## src/hdl/rfc_pkg.sv

```systemverilog
// Shared constants, codes and record types of the radio frame checker.
package rfc_pkg;

  localparam int HDR_BYTES = 8;
  localparam int MAX_PAYLOAD = 32;
  localparam int HDR_IDX_W = $clog2(HDR_BYTES);
  localparam logic [7:0] OVER_AT = 8'(HDR_BYTES + MAX_PAYLOAD);
  localparam logic [7:0] HDR_END = 8'(HDR_BYTES);
  localparam logic [7:0] COUNT_MAX = 8'hFF;
  localparam logic [5:0] MAX_LEN = 6'(MAX_PAYLOAD);

  localparam int QDEPTH = 4;
  localparam int QIDX_W = $clog2(QDEPTH);
  localparam int QCNT_W = $clog2(QDEPTH + 1);

  localparam logic KIND_PAYLOAD = 1'b0;
  localparam logic KIND_VERDICT = 1'b1;

  typedef enum logic [2:0] {
    ST_OK      = 3'd0,
    ST_SHORT   = 3'd1,
    ST_LONG    = 3'd2,
    ST_BAD_SUM = 3'd3,
    ST_BAD_VER = 3'd4
  } status_t;

  typedef struct packed {
    logic [1:0]  version;
    logic [5:0]  msg_type;
    logic [7:0]  flag_bits;
    logic [7:0]  sequence_res;
    logic [7:0]  ack_sequence;
    logic [15:0] ack_bitmap;
    logic [7:0]  hop_index;
    logic [7:0]  epoch_low;
    logic [5:0]  payload_length;
    status_t     status;
  } verdict_t;

  typedef struct packed {
    logic       has_payload;
    logic [7:0] data_byte;
    logic       has_verdict;
    verdict_t   verdict;
  } rec_t;

endpackage

```

## src/hdl/rfc_in_if.sv

```systemverilog
// Input byte channel of the radio frame checker.
interface rfc_in_if;
  logic       valid;
  logic       ready;
  logic [7:0] rx_byte;
  logic       last_byte;

  modport source (output valid, output rx_byte, output last_byte, input ready);
  modport sink (input valid, input rx_byte, input last_byte, output ready);
endinterface

```

## src/hdl/rfc_cfg_if.sv

```systemverilog
// Configuration write channel carrying the expected version.
interface rfc_cfg_if;
  logic       valid;
  logic       ready;
  logic [1:0] data;

  modport source (output valid, output data, input ready);
  modport sink (input valid, input data, output ready);
endinterface

```

## src/hdl/rfc_out_if.sv

```systemverilog
// Result channel of the radio frame checker.
interface rfc_out_if;
  logic        valid;
  logic        ready;
  logic        kind;
  logic [7:0]  data_byte;
  logic [1:0]  version;
  logic [5:0]  msg_type;
  logic [7:0]  flag_bits;
  logic [7:0]  sequence_res;
  logic [7:0]  ack_sequence;
  logic [15:0] ack_bitmap;
  logic [7:0]  hop_index;
  logic [7:0]  epoch_low;
  logic [5:0]  payload_length;
  logic [2:0]  status;

  modport source (
    output valid, output kind, output data_byte, output version, output msg_type,
    output flag_bits, output sequence_res, output ack_sequence, output ack_bitmap,
    output hop_index, output epoch_low, output payload_length, output status,
    input ready
  );
  modport sink (
    input valid, input kind, input data_byte, input version, input msg_type,
    input flag_bits, input sequence_res, input ack_sequence, input ack_bitmap,
    input hop_index, input epoch_low, input payload_length, input status,
    output ready
  );
endinterface

```

## src/hdl/radio_frame_checker_unit.sv

```systemverilog
// Top level of the radio frame checker: front end, record queue and back end.
//
//   Channel  Direction  Carries
//   rx       in         rx_byte, last_byte: one raw frame byte per item
//   cfg      in         data: expected protocol version
//   res      out        kind, data_byte, unpacked header, payload_length, status
//
// The front end takes one byte item per cycle while the four-entry record queue has room.
// The last byte of a frame yields a record that the back end sends as up to two items, back to
// back unless the result channel stalls; header bytes yield none, so the queue absorbs the burst.
// Reset is synchronous and active high; the expected version resets to one.
// A stalled result holds in the output register while input bytes keep filling the queue.
module radio_frame_checker_unit (
  input  logic      clk,
  input  logic      rst,
  rfc_in_if.sink    rx,
  rfc_cfg_if.sink   cfg,
  rfc_out_if.source res
);
  import rfc_pkg::*;

  logic q_not_full;
  logic q_empty;
  logic push;
  logic pop;
  rec_t push_rec;
  rec_t head;

  rfc_front u_front (
    .clk      (clk),
    .rst      (rst),
    .rx       (rx),
    .cfg      (cfg),
    .q_ready  (q_not_full),
    .push     (push),
    .push_rec (push_rec)
  );

  rfc_queue u_queue (
    .clk      (clk),
    .rst      (rst),
    .push     (push),
    .push_rec (push_rec),
    .pop      (pop),
    .not_full (q_not_full),
    .empty    (q_empty),
    .head     (head)
  );

  rfc_back u_back (
    .clk   (clk),
    .rst   (rst),
    .empty (q_empty),
    .head  (head),
    .pop   (pop),
    .res   (res)
  );

endmodule

```

## src/hdl/rfc_front.sv

```systemverilog
// Front end: frame state tracking and per-item classification into queue records.
module rfc_front (
  input  logic         clk,
  input  logic         rst,
  rfc_in_if.sink       rx,
  rfc_cfg_if.sink      cfg,
  input  logic         q_ready,
  output logic         push,
  output rfc_pkg::rec_t push_rec
);
  import rfc_pkg::*;

  logic [7:0] byte_count;
  logic [7:0] running_sum;
  logic [7:0] held_byte;
  logic [7:0] header_store [HDR_BYTES];
  logic       overlength;
  logic [1:0] expected_version;

  logic       accept;
  logic       emit;
  logic [1:0] ver;
  status_t    st;
  logic [5:0] plen;
  logic [7:0] body_count;

  assign rx.ready  = q_ready;
  assign cfg.ready = 1'b1;
  assign accept    = rx.valid && q_ready;

  assign emit       = (byte_count > HDR_END) && !overlength;
  assign ver        = header_store[0][7:6];
  assign body_count = byte_count - HDR_END;

  always_comb begin
    if (byte_count < HDR_END) begin
      st   = ST_SHORT;
      plen = 6'd0;
    end else if (overlength) begin
      st   = ST_LONG;
      plen = MAX_LEN;
    end else begin
      plen = body_count[5:0];
      if (running_sum != rx.rx_byte) begin
        st = ST_BAD_SUM;
      end else if (ver != expected_version) begin
        st = ST_BAD_VER;
      end else begin
        st = ST_OK;
      end
    end
  end

  assign push = accept && (emit || rx.last_byte);

  always_comb begin
    push_rec.has_payload            = emit;
    push_rec.data_byte              = held_byte;
    push_rec.has_verdict            = rx.last_byte;
    push_rec.verdict.version        = ver;
    push_rec.verdict.msg_type       = header_store[0][5:0];
    push_rec.verdict.flag_bits      = header_store[1];
    push_rec.verdict.sequence_res   = header_store[2];
    push_rec.verdict.ack_sequence   = header_store[3];
    push_rec.verdict.ack_bitmap     = {header_store[5], header_store[4]};
    push_rec.verdict.hop_index      = header_store[6];
    push_rec.verdict.epoch_low      = header_store[7];
    push_rec.verdict.payload_length = plen;
    push_rec.verdict.status         = st;
  end

  always_ff @(posedge clk) begin
    if (rst) begin
      byte_count       <= '0;
      running_sum      <= '0;
      overlength       <= 1'b0;
      expected_version <= 2'd1;
      for (int i = 0; i < HDR_BYTES; i++) begin
        header_store[i] <= '0;
      end
    end else begin
      if (cfg.valid) begin
        expected_version <= cfg.data;
      end
      if (accept) begin
        if (rx.last_byte) begin
          byte_count  <= '0;
          running_sum <= '0;
          overlength  <= 1'b0;
          for (int i = 0; i < HDR_BYTES; i++) begin
            header_store[i] <= '0;
          end
        end else begin
          if (byte_count < HDR_END) begin
            header_store[byte_count[HDR_IDX_W-1:0]] <= rx.rx_byte;
          end else if (byte_count >= OVER_AT) begin
            overlength <= 1'b1;
          end
          running_sum <= running_sum + rx.rx_byte;
          if (byte_count != COUNT_MAX) begin
            byte_count <= byte_count + 8'd1;
          end
        end
      end
    end
  end

  always_ff @(posedge clk) begin
    if (accept && !rx.last_byte && byte_count >= HDR_END) begin
      held_byte <= rx.rx_byte;
    end
  end

endmodule

```

## src/hdl/rfc_queue.sv

```systemverilog
// Short record queue between the front end and the back end.
module rfc_queue (
  input  logic          clk,
  input  logic          rst,
  input  logic          push,
  input  rfc_pkg::rec_t push_rec,
  input  logic          pop,
  output logic          not_full,
  output logic          empty,
  output rfc_pkg::rec_t head
);
  import rfc_pkg::*;

  rec_t              slots [QDEPTH];
  logic [QIDX_W-1:0] wr_ptr;
  logic [QIDX_W-1:0] rd_ptr;
  logic [QCNT_W-1:0] fill;

  assign not_full = fill != QCNT_W'(QDEPTH);
  assign empty    = fill == '0;
  assign head     = slots[rd_ptr];

  always_ff @(posedge clk) begin
    if (rst) begin
      wr_ptr <= '0;
      rd_ptr <= '0;
      fill   <= '0;
    end else begin
      if (push) begin
        wr_ptr <= wr_ptr + 1'b1;
      end
      if (pop) begin
        rd_ptr <= rd_ptr + 1'b1;
      end
      if (push && !pop) begin
        fill <= fill + 1'b1;
      end else if (pop && !push) begin
        fill <= fill - 1'b1;
      end
    end
  end

  always_ff @(posedge clk) begin
    if (push) begin
      slots[wr_ptr] <= push_rec;
    end
  end

endmodule

```

## src/hdl/rfc_back.sv

```systemverilog
// Back end: expands queue records into payload and verdict items on the output register.
module rfc_back (
  input  logic          clk,
  input  logic          rst,
  input  logic          empty,
  input  rfc_pkg::rec_t head,
  output logic          pop,
  rfc_out_if.source     res
);
  import rfc_pkg::*;

  logic verdict_phase;
  logic load;
  logic send_payload;

  assign load         = !empty && (!res.valid || res.ready);
  assign send_payload = head.has_payload && !verdict_phase;
  assign pop          = load && !(send_payload && head.has_verdict);

  always_ff @(posedge clk) begin
    if (rst) begin
      res.valid     <= 1'b0;
      verdict_phase <= 1'b0;
    end else begin
      if (load) begin
        res.valid     <= 1'b1;
        verdict_phase <= send_payload && head.has_verdict;
      end else if (res.ready) begin
        res.valid <= 1'b0;
      end
    end
  end

  always_ff @(posedge clk) begin
    if (load) begin
      if (send_payload) begin
        res.kind           <= KIND_PAYLOAD;
        res.data_byte      <= head.data_byte;
        res.version        <= '0;
        res.msg_type       <= '0;
        res.flag_bits      <= '0;
        res.sequence_res   <= '0;
        res.ack_sequence   <= '0;
        res.ack_bitmap     <= '0;
        res.hop_index      <= '0;
        res.epoch_low      <= '0;
        res.payload_length <= '0;
        res.status         <= '0;
      end else begin
        res.kind           <= KIND_VERDICT;
        res.data_byte      <= '0;
        res.version        <= head.verdict.version;
        res.msg_type       <= head.verdict.msg_type;
        res.flag_bits      <= head.verdict.flag_bits;
        res.sequence_res   <= head.verdict.sequence_res;
        res.ack_sequence   <= head.verdict.ack_sequence;
        res.ack_bitmap     <= head.verdict.ack_bitmap;
        res.hop_index      <= head.verdict.hop_index;
        res.epoch_low      <= head.verdict.epoch_low;
        res.payload_length <= head.verdict.payload_length;
        res.status         <= head.verdict.status;
      end
    end
  end

endmodule
```

## src/flat_wrapper.sv

```systemverilog
// flat-port wrapper written by rule: the top's interface ports become plain ports
module radio_frame_checker_unit_flat import rfc_pkg::*;
  (clk, rst, rx_valid, rx_rx_byte, rx_last_byte, rx_ready, cfg_valid, cfg_data, cfg_ready, res_valid, res_kind, res_data_byte, res_version, res_msg_type, res_flag_bits, res_sequence_res, res_ack_sequence, res_ack_bitmap, res_hop_index, res_epoch_low, res_payload_length, res_status, res_ready);
  rfc_in_if rx_i ();
  rfc_cfg_if cfg_i ();
  rfc_out_if res_i ();
  input  logic clk;
  input  logic rst;
  input wire logic [$bits(rx_i.valid)-1:0] rx_valid;
  input wire logic [$bits(rx_i.rx_byte)-1:0] rx_rx_byte;
  input wire logic [$bits(rx_i.last_byte)-1:0] rx_last_byte;
  output wire logic [$bits(rx_i.ready)-1:0] rx_ready;
  input wire logic [$bits(cfg_i.valid)-1:0] cfg_valid;
  input wire logic [$bits(cfg_i.data)-1:0] cfg_data;
  output wire logic [$bits(cfg_i.ready)-1:0] cfg_ready;
  output wire logic [$bits(res_i.valid)-1:0] res_valid;
  output wire logic [$bits(res_i.kind)-1:0] res_kind;
  output wire logic [$bits(res_i.data_byte)-1:0] res_data_byte;
  output wire logic [$bits(res_i.version)-1:0] res_version;
  output wire logic [$bits(res_i.msg_type)-1:0] res_msg_type;
  output wire logic [$bits(res_i.flag_bits)-1:0] res_flag_bits;
  output wire logic [$bits(res_i.sequence_res)-1:0] res_sequence_res;
  output wire logic [$bits(res_i.ack_sequence)-1:0] res_ack_sequence;
  output wire logic [$bits(res_i.ack_bitmap)-1:0] res_ack_bitmap;
  output wire logic [$bits(res_i.hop_index)-1:0] res_hop_index;
  output wire logic [$bits(res_i.epoch_low)-1:0] res_epoch_low;
  output wire logic [$bits(res_i.payload_length)-1:0] res_payload_length;
  output wire logic [$bits(res_i.status)-1:0] res_status;
  input wire logic [$bits(res_i.ready)-1:0] res_ready;
  assign rx_i.valid = rx_valid;
  assign rx_i.rx_byte = rx_rx_byte;
  assign rx_i.last_byte = rx_last_byte;
  assign rx_ready = rx_i.ready;
  assign cfg_i.valid = cfg_valid;
  assign cfg_i.data = cfg_data;
  assign cfg_ready = cfg_i.ready;
  assign res_valid = res_i.valid;
  assign res_kind = res_i.kind;
  assign res_data_byte = res_i.data_byte;
  assign res_version = res_i.version;
  assign res_msg_type = res_i.msg_type;
  assign res_flag_bits = res_i.flag_bits;
  assign res_sequence_res = res_i.sequence_res;
  assign res_ack_sequence = res_i.ack_sequence;
  assign res_ack_bitmap = res_i.ack_bitmap;
  assign res_hop_index = res_i.hop_index;
  assign res_epoch_low = res_i.epoch_low;
  assign res_payload_length = res_i.payload_length;
  assign res_status = res_i.status;
  assign res_i.ready = res_ready;
  radio_frame_checker_unit u_core (.clk(clk), .rst(rst), .rx(rx_i), .cfg(cfg_i), .res(res_i));
endmodule
```

## config.mk

```make
export PLATFORM = sky130hd
export DESIGN_NAME = radio_frame_checker_unit_flat
export DESIGN_NICKNAME = d
export VERILOG_FILES = /design/src/hdl/rfc_pkg.sv /design/src/hdl/rfc_in_if.sv /design/src/hdl/rfc_cfg_if.sv /design/src/hdl/rfc_out_if.sv /design/src/hdl/radio_frame_checker_unit.sv /design/src/hdl/rfc_front.sv /design/src/hdl/rfc_queue.sv /design/src/hdl/rfc_back.sv /design/src/flat_wrapper.sv
export SDC_FILE = /design/constraint.sdc
export NUM_CORES = 1
export LEC_CHECK = 0
export BUFFER_PORTS_ARGS = -buffer_cell sky130_fd_sc_hd__buf_2
export CAP_MARGIN = 30
export CORE_MARGIN = 5
export CORE_UTILIZATION = 61
export DETAILED_ROUTE_END_ITERATION = 7
export PLACE_DENSITY = 0.79
export SKIP_CTS_REPAIR_TIMING = 1
export SYNTH_ARGS = -nofsm -noshare
export SYNTH_HDL_FRONTEND = slang
export SYNTH_SLANG_ARGS = --single-unit
```

## constraint.sdc

```tcl
create_clock -name clk -period 8.7 [get_ports clk]
set_input_delay 0.435 -clock clk [delete_from_list [all_inputs] [get_ports clk]]
set_output_delay 0.435 -clock clk [all_outputs]
set_load 0.1 [all_outputs]
```

# After elaboration in Yosys (flattened, before gate mapping)
# Memory sizes are Yosys's and may differ from the RTL's. A register that Yosys moved wholly into a read port is not among the register bits.
# Cells that the tools add are included.
# totals
n_memories,2
ram_bits,396
register_bits,118
word_cells,120
# memory_table
name,words,word_bits,read_ports,rd_clocked_by_memory_dff,wr,line_no,text
u_core.u_queue.slots,4,83,1,1,1,rfc_queue.sv:14,rec_t slots [QDEPTH];
u_core.u_front.header_store,8,8,8,0,8,rfc_front.sv:16,logic [7:0] header_store [HDR_BYTES];
# op_classes
bitwise,8
mux,43
order_cmp,4
n_eq_ne,5
n_reduce_logical,29
n_addsub,7
# op_table
cell,count
$mux W8,12
$mux W3,7
$mux W1,20
$mux W6,2
$logic_and A1 B1 Y1,11
$add A8 B1 Y8 const B,1
$add A8 B8 Y8,1
$ge A8 B4 Y1 const B,1
$ge A8 B6 Y1 const B,1
$gt A8 B4 Y1 const B,1
$logic_not A1 Y1,8
$lt A8 B4 Y1 const B,1
$ne A8 B8 Y1,1
$ne A8 B8 Y1 const B,1
$or A1 B1 Y1,8
$reduce_bool A2 Y1,4
$reduce_or A8 Y1,1
$sub A6 B4 Y6 const B,1
$add A2 B1 Y2 const B,2
$mux W2,2
$add A3 B1 Y3 const B,1
$logic_not A3 Y1,1
$ne A3 B3 Y1 const B,1
$reduce_and A3 Y1,1
5 further kinds,6

# Longest topological paths before layout
# Gate-level depths: netlist of run 1.
# depth
depth_word,8
ltp_mapped,11

# By module
# From an unflattened synthesis of run 1, not the netlist that was laid out.
# hier_totals
cells_unflattened,989
area_unflattened_um2,19703.9
# modules_own_cells
mod,cells_per_inst,area_per_inst_um2,instances
rfc_queue,478,12406.9,1
rfc_front,327,4139.0,1
rfc_back,184,3158.0,1

# Worst setup path after synthesis of run 1
# OpenSTA, ideal clock, no wires.
# synth_path
path_type,register to register
startpoint,register u_core.u_back.res.valid
endpoint,register u_core.u_queue.fill[2]
t_arrival_ns,6.463
required_time_ns,8.630
path_buffers,0
setup_ns,0.070
stages_incl_launch_ff,10
path_slack_ns,2.167
path_cell_list,dfxtp_1 -> a21oi_1 -> a21boi_2 -> inv_1 -> ha_1 -> inv_1 -> fa_1 -> xor2_1 -> or3_1 -> a21oi_1
# synth_between
elab_chain_cells,7
elab_cells_between_ends,9
# synth_lines
element,line_no,text
from (decl),rfc_out_if.sv:19,"output valid, output kind, output data_byte, output version, output msg_type,"
from (signal assigned),rfc_back.sv:22,res.valid <= 1'b0;
from (signal assigned),rfc_back.sv:26,res.valid <= 1'b1;
from (signal assigned),rfc_back.sv:29,res.valid <= 1'b0;
$logic_not A1 Y1 *,rfc_back.sv:16,assign load = !empty && (!res.valid || res.ready);
$logic_or A1 B1 Y1 *,rfc_back.sv:16,
$logic_and A1 B1 Y1 *,rfc_back.sv:16,
net u_core.u_back.load,rfc_back.sv:13,logic load;
$logic_and A1 B1 Y1 *,rfc_back.sv:18,assign pop = load && !(send_payload && head.has_verdict);
$logic_not A1 Y1,rfc_queue.sv:35,if (push && !pop) begin
$logic_and A1 B1 Y1,rfc_queue.sv:35,
$mux W3 / $reduce_bool A2 Y1 (equally long branches),n/a,
to (signal assigned),rfc_queue.sv:36,fill <= fill + 1'b1;
to (signal assigned),rfc_queue.sv:38,fill <= fill - 1'b1;
to (decl),rfc_queue.sv:17,logic [QCNT_W-1:0] fill;
# Mark *: on every way through the listed nets, which the timed path passes. The rest lies on a longest branch.
# A chain may end at the register's enable or synchronous reset.

==> impl_metrics.csv, run 1 <==
group,metric,value,unit
clock_tree,clk_pin_slew,0.07,ns
final_layout,nets,1157,
place,dp.cells,1470,
final_layout,top_register,"u_core.u_queue.slots",
floorplan,ios,101,
routing,drc_errors,0,
synth,yosys_register_bits,516,
final_layout,top_regs,"u_core.u_queue.slots x332, u_core.u_front.header_store x64, u_core.u_back.res.ack_bitmap x16",
timing,setup_viol_count_final,0,
pwr,power,7900,uW
worst_setup_path,slowest_stage,"nor3_1",
synth,synth_top_area_cell,"edfxtp_1",
worst_setup_path,rr_worst_depth,5,
clock_tree,cts_buffers,49,
timing,slew_headroom,37.2,%
timing,hold_viol,0,
pwr,p_comb_share,31.9,%
final_layout,drive_gt1_share,25.1,%
synth,synthFlopType,"edfxtp_1",
clock_tree,htreeDepth,2,
pwr,switchingPower,3030,uW
timing,skew,0.0173,ns
routing,first_iter_violations,896,
worst_setup_path,reg2reg_setup_slack,5.20,ns
timing,tightest_slew,0.935,ns
floorplan,core_area,31600,um2
place,portBuffers,99,
place,dp_hpwl,20400,um
worst_setup_path,max_stage_delay,0.87,ns
timing,rsz0062_at_grt,"no",
grt,grt_max_degree,83,
synth,avgSynthCellArea,19.6,um2
timing,period_needed,3.50,ns
synth,syn-num-nets,1034,
final_layout,syn_to_final_growth,13.1,%
synth,yosys-top-cells-area,"edfxtp_1 75%, mux4_2 9.5%, dfxtp_1 3.1%, nor2b_1 2.4%, and2_1 2.2%",
synth,synth_area,19600,um2
worst_setup_path,crit_fanout,19,
synth,synthCells,999,
grt,grt_use_total,21.1,%
routing,drtPass1Iterations,5,
clock_tree,cts_sinks,516,
floorplan,die_w,189,um
grt,antenna_found_initial,1,
final_layout,utilization,70.0,%
clock_tree,cts_tree,"done",
synth,synth_top_area_share,74.6,%
synth,ys_top_cells_by_count,"486 x edfxtp_1, 83 x mux4_2, 75 x nor2b_1, 68 x and2_1, 30 x dfxtp_1",
routing,drt-vias-per-instance,5.99,
worst_setup_path,cp-endpoint,"u_core.u_front.header_store[0][5]$_SDFFCE_PN0P_",
clock_tree,clk_latency,0.55,ns
floorplan,rows,65,
synth,synth-seq-area-share,77.6,%
worst_setup_path,worstSetupStartpoint,"u_core.u_queue.fill[0]$_SDFFE_PP0P_",
routing,via_count,9381,
synth,synth.distinct_cells,56,
run_status,status,"complete, no violations",
timing,fin_crit_sh,40.2,%
routing,routedWlPerCell,23.5,um
grt,grt_pass1_vias,9658,
worst_setup_path,cp.arrival,3.68,ns
worst_setup_path,worstPathRequired,8.88,ns
worst_setup_path,crit_type,"register to register",
pwr,max-vdd-ir-drop,0.000322,V
routing,totalWireLength,36800,um
synth,synth-edff-count,486,
place,dp_slack,5.22,ns
pwr,power.leakage,0.00744,uW
pwr,power_density,357,nW/um2
timing,slew_violations,0,
final_layout,layoutNonFillerInstCount,1565,
routing,drtAntennaViolNets,0,
synth,synth_warnings,0,
place,place_congestion,0.781,
clock_tree,cts_buffer_depth,3,
floorplan,die-area,35800,um2
grt,grt_pass1_wl,57400,um
timing,max_freq,286,MHz
pwr,intPower,4870,uW
timing,finalSetupTns,0,ns
min_path,min_path_type,"input pin to register",
pwr,power.share.sequential,41.9,%
clock_tree,clockRootBuffer,"clkbuf_16",
worst_setup_path,end_kind,"register",
grt,grt_overflow,0,
run,cap_violations,0,
worst_setup_path,rr_startpoint,"u_core.u_queue.fill[0]$_SDFFE_PP0P_",
pwr,p_sw_share,38.4,%
worst_setup_path,crit_chain,"or3b_1, and2_1, nand4b_2, nor3_1, nand2b_1",
floorplan,start_util,61.9,%
worst_setup_path,start_kind,"register",
pwr,p_clk_share,26.2,%
synth,yosysMostFrequentCell,"edfxtp_1",
floorplan,fp.dieH,189,um
final_layout,largest_reg_flops,332,
worst_setup_path,r2r_end,"u_core.u_front.header_store[0][5]$_SDFFCE_PN0P_",
timing,finalWorstSetupSlack,5.20,ns
synth,synthArstFlopShare,0,%
## worst max-delay path, delay by kind of cell, from the launching register on
kind             cells  cell delay (ns)
DFF                  1             0.40
and+or+nand+nor      5             2.73
## worst min path at each step
stage	start	end	cells past startpoint	slack (ns)
floorplan	u_core.u_front.running_sum[3]$_SDFFE_PP0P_	u_core.u_front.running_sum[3]$_SDFFE_PP0P_	2	0.44
global placement	u_core.u_front.running_sum[0]$_SDFFE_PP0P_	u_core.u_front.running_sum[0]$_SDFFE_PP0P_	2	0.44
detailed placement	u_core.u_front.running_sum[0]$_SDFFE_PP0P_	u_core.u_front.running_sum[0]$_SDFFE_PP0P_	2	0.46
CTS	cfg_data[1]	u_core.u_front.expected_version[1]$_SDFFE_PP0P_	3	0.15
global route	cfg_data[0]	u_core.u_front.expected_version[0]$_SDFFE_PP1P_	2	0.16
finish	cfg_data[0]	u_core.u_front.expected_version[0]$_SDFFE_PP1P_	2	0.16
## metrics by stage
stage	hold WS [ns]	instance area, um2
5_1_grt	0.164	22100
2_1_floorplan	0.436	19600
3_3_place_gp	0.443	20500
6_report	0.164	22100
3_5_place_dp	0.460	20500
4_1_cts	0.145	22100
## final cells by class
cell class                      instances  area (um2)
Antenna cell                            2        5.00
Timing Repair Buffer                  116         648
Inverter                               15        56.3
Sequential cell                       516       15200
Tap cell                              402         503
Clock buffer                           65        1350
Fill cell                            1877        9490
Multi-Input combinational cell        424        4160
Clock inverter                         25         226
## per-layer routing
metal / GRT usage [%] / vias up / share of wire, %
li1: - / 4145 / -
met1: 28.9 / 4838 / 40
met2: 36.3 / 341 / 52
met3: 3.19 / 57 / 6.1
met4: 5.41 / 0 / 2.0
met5: 0 / - / 0
## power by group through the flow
stage,Sequential [uW],Clock [uW],Combinational (uW)
global placement,3350,0,2500
detailed placement,3360,0,2540
floorplan,4810,0,676
CTS,3320,2100,2550
global route,3350,2220,2630
finish,3310,2070,2520
## logic make-up (layout without fill, tap and decap cells)
family                   count (synthesis)  after routing  synth area share, %
AND/OR/NAND/NOR                        246            246                 7.47
AO/OA/AOI/OAI                           55             55                 1.77
multiplexers                            87             87                 9.75
adder cells (fa/ha/maj)                 19             19                 1.29
buffers and inverters                   59            221                 1.36
XOR/XNOR                                16             16                0.716
other                                    1              3               0.0192
flip-flops                             516            516                 77.6
## placed cells by master (no fill, tap or decap), types with 4 or more instances in the layout
cell type	Yosys	final
nor2_1	27	27
clkinv_2	0	8
dfxtp_1	30	28
bufinv_16	0	4
and2_1	68	68
nor3_1	20	20
nor4_1	4	4
edfxtp_1	486	486
mux2i_1	4	4
ha_1	17	17
clkbuf_1	19	12
inv_1	14	14
nand2b_1	5	5
nor2b_1	75	74
clkinv_1	1	10
nand3_1	6	6
xnor2_1	13	13
and3_4	0	4
clkbuf_16	0	51
mux4_2	83	83
buf_4	3	8
o21ai_0	12	12
buf_2	13	104
a21o_1	5	5
a21oi_1	19	18
nand2_1	15	15
No activity file was read; power rests on OpenSTA's default activity.
==> inputs of run 2 (changes only) <==
==> constraint.sdc (replaced) <==
create_clock -name clk -period 3.4 [get_ports clk]
set_input_delay 0.17 -clock clk [delete_from_list [all_inputs] [get_ports clk]]
set_output_delay 0.17 -clock clk [all_outputs]
set_load 0.1 [all_outputs]
==> impl_metrics.csv, run 2 (synthesized netlist as in run 1, its figures left out) <==
group,metric,value,unit
run_status,status,"complete, no violations",
routing,drt-vias-per-instance,6.00,
min_path,min_path_type,"input pin to register",
place,dp_hpwl,21000,um
grt,grt.met3_usage,3.50,%
grt,antenna_found_initial,1,
final_layout,syn_to_final_growth,14.1,%
final_layout,nets,1174,
worst_setup_path,end_kind,"register",
routing,drtAntennaViolNets,0,
worst_setup_path,crit_type,"register to register",
clock_tree,cts_buffers,49,
worst_setup_path,cp.arrival,3.07,ns
final_layout,utilization,70.6,%
worst_setup_path,start_kind,"register",
place,portBuffers,99,
timing,period_needed,2.86,ns
routing,totalWireLength,37600,um
grt,grt_max_degree,83,
routing,via_count,9495,
clock_tree,cts_sinks,516,
grt,grt_use_total,21.5,%
clock_tree,clk_pin_slew,0.06,ns
timing,rsz0062_at_grt,"no",
clock_tree,cts_buffer_depth,3,
floorplan,rows,65,
final_layout,drive_gt1_share,26.2,%
floorplan,die_w,189,um
final_layout,final_cell_mix,"486 x edfxtp_1, 99 x buf_2, 83 x mux4_2",
final_layout,largest_reg_flops,332,
pwr,max-vdd-ir-drop,0.000641,V
grt,gr-max-usage-layer,"met2",
final_layout,diodes,0,
clock_tree,clockRootBuffer,"clkbuf_16",
grt,globalRouteMet1Util,29.0,%
clock_tree,clk_latency,0.56,ns
final_layout,final_common_cell,"edfxtp_1",
grt,grt_pass1_wl,58400,um
final_layout,layoutNonFillerInstCount,1582,
timing,hold_viol,0,
floorplan,die-area,35800,um2
floorplan,fp.dieH,189,um
timing,fin_crit_sh,84.1,%
pwr,power_density,908,nW/um2
grt,grt_overflow,0,
routing,drtPass1Iterations,5,
timing,tightest_slew,0.948,ns
timing,slew_violations,0,
worst_setup_path,worstPathRequired,3.62,ns
timing,setup_viol_count_final,0,
final_layout,fin_area,22300,um2
place,placed_cell_area,20700,um2
routing,routedWlPerCell,23.8,um
floorplan,ios,101,
clock_tree,htreeDepth,2,
timing,skew,0.0183,ns
grt,gr-usage-met2,37.2,%
timing,max_freq,350,MHz
routing,drc_errors,0,
place,dp.cells,1484,
worst_setup_path,crit_fanout,11,
timing,finalSetupTns,0,ns
timing,slew_headroom,36.8,%
grt,grt_pass1_vias,9931,
pwr,power.leakage,0.00752,uW
final_layout,top_regs,"u_core.u_queue.slots x332, u_core.u_front.header_store x64, u_core.u_back.res.ack_bitmap x16",
place,place_congestion,0.820,
timing,fin_worst_hold_slack,0.0396,ns
clock_tree,cts_tree,"done",
floorplan,start_util,61.9,%
final_layout,top_register,"u_core.u_queue.slots",
routing,first_iter_violations,990,
floorplan,core_area,31600,um2
run,cap_violations,0,
==> run 2: cell types whose count changed in the layout (fill, tap and decap cells not counted), moves of 3 or more <==
cell / before / now
buf_4: 8 / 22
buf_12: 1 / 7
buf_2: 104 / 99
dlygate4sd3_1: 0 / 5
clkinv_2: 8 / 12
inv_6: 1 / 4
==> run 2: final timing paths <==
check                           cells past startpoint                                               to  slack [ns]                                        from
worst max-delay path                                5  u_core.u_front.header_store[0][5]$_SDFFCE_PN0P_        0.54   u_core.u_front.byte_count[3]$_SDFFE_PP0P_
worst min-delay path                                1            u_core.u_front.held_byte[5]$_DFFE_PP_        0.04                               rx_rx_byte[5]
worst max register to register                      5  u_core.u_front.header_store[0][5]$_SDFFCE_PN0P_        0.54   u_core.u_front.byte_count[3]$_SDFFE_PP0P_
worst min register to register                      2       u_core.u_front.running_sum[0]$_SDFFE_PP0P_        0.46  u_core.u_front.running_sum[0]$_SDFFE_PP0P_
==> run 2: metal layers <==
layer / up-vias / wire (um)
met5: - / 0
li1: 4176 / -
met2: 384 / 19400
met1: 4861 / 14800
met3: 74 / 2350
met4: 0 / 1000
==> run 2: where the power goes <==
part	switching, uW	total (uW)	internal [uW]
combinational	5310	6620	1310
clock	2300	5290	2990
sequential	293	8370	8080
==> run 2: metrics by stage <==
stage | total power, uW | worst slack [ns]
finish | 20300 | 0.542
detailed placement | 15100 | 0.677
CTS | 20400 | 0.589
global route | 21000 | 0.360
global placement | 15000 | 0.915
floorplan | 14000 | 0.00405
==> run 2: area by class of cell <==
cell class | count | area [um2]
flip-flops and latches | 516 | 15200
clock buffers | 59 | 1260
well taps | 402 | 503
fillers | 1795 | 9310
inverters | 15 | 56.3
repair buffers | 133 | 851
multi-input cells | 424 | 4150
clock inverters | 33 | 297
==> run 2: critical path: stages, from the launching register on <==
cell	delay [ns]
dfxtp_1	0.40
nor3_1	0.26
and2_1	0.41
nand4b_2	0.38
nor3_1	0.64
nand2b_1	0.43
==> inputs of run 3 (changes only) <==
--- a/config.mk
+++ b/config.mk
@@ -8,9 +8,9 @@
 export BUFFER_PORTS_ARGS = -buffer_cell sky130_fd_sc_hd__buf_2
 export CAP_MARGIN = 30
 export CORE_MARGIN = 5
-export CORE_UTILIZATION = 61
+export CORE_UTILIZATION = 55
 export DETAILED_ROUTE_END_ITERATION = 7
-export PLACE_DENSITY = 0.79
+export PLACE_DENSITY = 0.76
 export SKIP_CTS_REPAIR_TIMING = 1
 export SYNTH_ARGS = -nofsm -noshare
 export SYNTH_HDL_FRONTEND = slang
==> constraint.sdc (replaced) <==
create_clock -name clk -period 2.5 [get_ports clk]
set_input_delay 0.125 -clock clk [delete_from_list [all_inputs] [get_ports clk]]
set_output_delay 0.125 -clock clk [all_outputs]
set_load 0.1 [all_outputs]
==> impl_metrics.csv, run 3 (synthesized netlist as in run 1, its figures left out) <==
group,metric,value,unit
final_layout,diodes,0,
timing,fin_crit_sh,94.5,%
timing,skew,0.0139,ns
grt,grt_max_degree,84,
min_path,hold_depth,4,
routing,routedWlPerCell,22.0,um
routing,drtPass1Iterations,5,
worst_setup_path,reg2reg_setup_slack,0.14,ns
worst_setup_path,crit_type,"register to register",
min_path,holdPathEnd,"u_core.u_front.running_sum[6]$_SDFFE_PP0P_",
grt,grt_overflow,0,
final_layout,top_register,"u_core.u_queue.slots",
timing,slew_headroom,40.2,%
final_layout,largest_reg_flops,332,
worst_setup_path,worstPathRequired,2.99,ns
pwr,power.leakage,0.00763,uW
clock_tree,cts_buffer_depth,3,
routing,first_iter_violations,786,
timing,setup_viol_count_final,0,
place,dp_hpwl,21300,um
clock_tree,clk_latency,0.57,ns
timing,hold_viol,1,
worst_setup_path,rr_worst_depth,10,
timing,max_freq,423,MHz
timing,tightest_slew,0.897,ns
worst_setup_path,end_kind,"register",
clock_tree,htreeDepth,2,
grt,grt_pass1_vias,9561,
place,dp.cells,1561,
run_status,status,"finished, violations left",
worst_setup_path,cp.arrival,2.85,ns
clock_tree,cts_sinks,516,
min_path,min_path_type,"input pin to register",
final_layout,drive_gt1_share,27.3,%
final_layout,nets,1196,
routing,drt-vias-per-instance,5.70,
timing,finalSetupTns,0,ns
clock_tree,clockRootBuffer,"clkbuf_16",
timing,rsz0062_at_grt,"no",
worst_setup_path,crit_fanout,5,
min_path,hp-start,"rst",
worst_setup_path,r2r_end,"u_core.u_queue.fill[2]$_SDFFE_PP0P_",
routing,via_count,9440,
worst_setup_path,start_kind,"register",
floorplan,die-area,39500,um2
timing,fin_worst_hold_slack,-0.00217,ns
place,portBuffers,99,
final_layout,final_common_cell,"edfxtp_1",
routing,drtAntennaViolNets,0,
clock_tree,clk_pin_slew,0.06,ns
timing,finalWorstSetupSlack,0.136,ns
run,cap_violations,0,
floorplan,core_area,35300,um2
final_layout,final_cell_mix,"486 x edfxtp_1, 99 x buf_2, 83 x mux4_2",
timing,slew_violations,0,
routing,totalWireLength,36500,um
final_layout,top_regs,"u_core.u_queue.slots x332, u_core.u_front.header_store x64, u_core.u_back.res.ack_bitmap x16",
final_layout,layoutNonFillerInstCount,1657,
floorplan,rows,69,
run_status,violations,"hold timing",
pwr,power_density,1220,nW/um2
final_layout,utilization,64.1,%
clock_tree,cts_buffers,50,
grt,antenna_found_initial,2,
timing,period_needed,2.36,ns
place,place_congestion,0.855,
floorplan,start_util,55.4,%
floorplan,die_w,199,um
grt,grt_use_total,19.0,%
floorplan,fp.dieH,199,um
place,dp_slack,0.0845,ns
pwr,max-vdd-ir-drop,0.00138,V
final_layout,syn_to_final_growth,15.7,%
grt,grt_pass1_wl,56400,um
final_layout,fill_cells,2388,
routing,drc_errors,0,
clock_tree,cts_tree,"done",
floorplan,ios,101,
[run 3: layout make-up]
type                       instances  area [um2]  area share (%)
multi-input combinational        424        4170            18.4
timing repair buffer             154        1070            4.71
tap                              461         577            2.55
sequential                       516       15200            67.2
clock inverter                    19         193           0.851
inverter                          15        56.3           0.249
clock buffer                      68        1370            6.05
[run 3: critical path, cell delays in order, from the launching register on]
cell	delay [ns]
dfxtp_4	0.39
mux4_2	0.52
nor2b_4	0.15
a21boi_4	0.18
inv_1	0.07
ha_2	0.19
inv_2	0.06
fa_2	0.19
xor2_1	0.09
or3_1	0.34
a21oi_1	0.12
[run 3: worst max path at each step]
stage                                                    from                                   to  slack [ns]  cells after the start
finish                                               register  u_core.u_queue.fill[2]$_SDFFE_PP0P_        0.14                     10
global route                                         register  u_core.u_queue.fill[2]$_SDFFE_PP0P_        0.01                     10
floorplan                u_core.u_back.res.valid$_SDFFE_PP0P_  u_core.u_queue.fill[2]$_SDFFE_PP0P_       -0.82                      9
detailed placement  u_core.u_front.byte_count[3]$_SDFFE_PP0P_  u_core.u_queue.fill[2]$_SDFFE_PP0P_        0.08                     10
global placement                                     register  u_core.u_queue.fill[2]$_SDFFE_PP0P_        0.20                     10
CTS                 u_core.u_front.byte_count[3]$_SDFFE_PP0P_  u_core.u_queue.fill[2]$_SDFFE_PP0P_        0.06                     10
[run 3: layer usage]
| metal | vias to the layer above | global-route usage [%] | share of wire (%) |
|---|---|---|---|
| met5 | - | 0 | 0.057 |
| met4 | 4 | 5.88 | 2.6 |
| met3 | 71 | 3.73 | 6.4 |
| met2 | 323 | 30.9 | 50 |
| met1 | 4823 | 26.6 | 41 |
| li1 | 4219 | - | - |
[run 3: power by group]
group | switching (uW) | total [uW] | internal (uW)
sequential | 407 | 11400 | 11000
combinational | 7150 | 9000 | 1850
clock | 2980 | 7200 | 4220
total | 10500 | 27600 | 17100
[run 3: stage by stage]
stage / hold slack [ns] / total power, uW / cell area [um2]
after global routing: 0.0416 / 28700 / 22600
after floorplan: 0.224 / 19000 / 19600
after detailed placement: 0.339 / 20700 / 21000
after global placement: 0.336 / 20600 / 21000
after CTS: -0.244 / 27900 / 22500
final: -0.00217 / 27600 / 22600
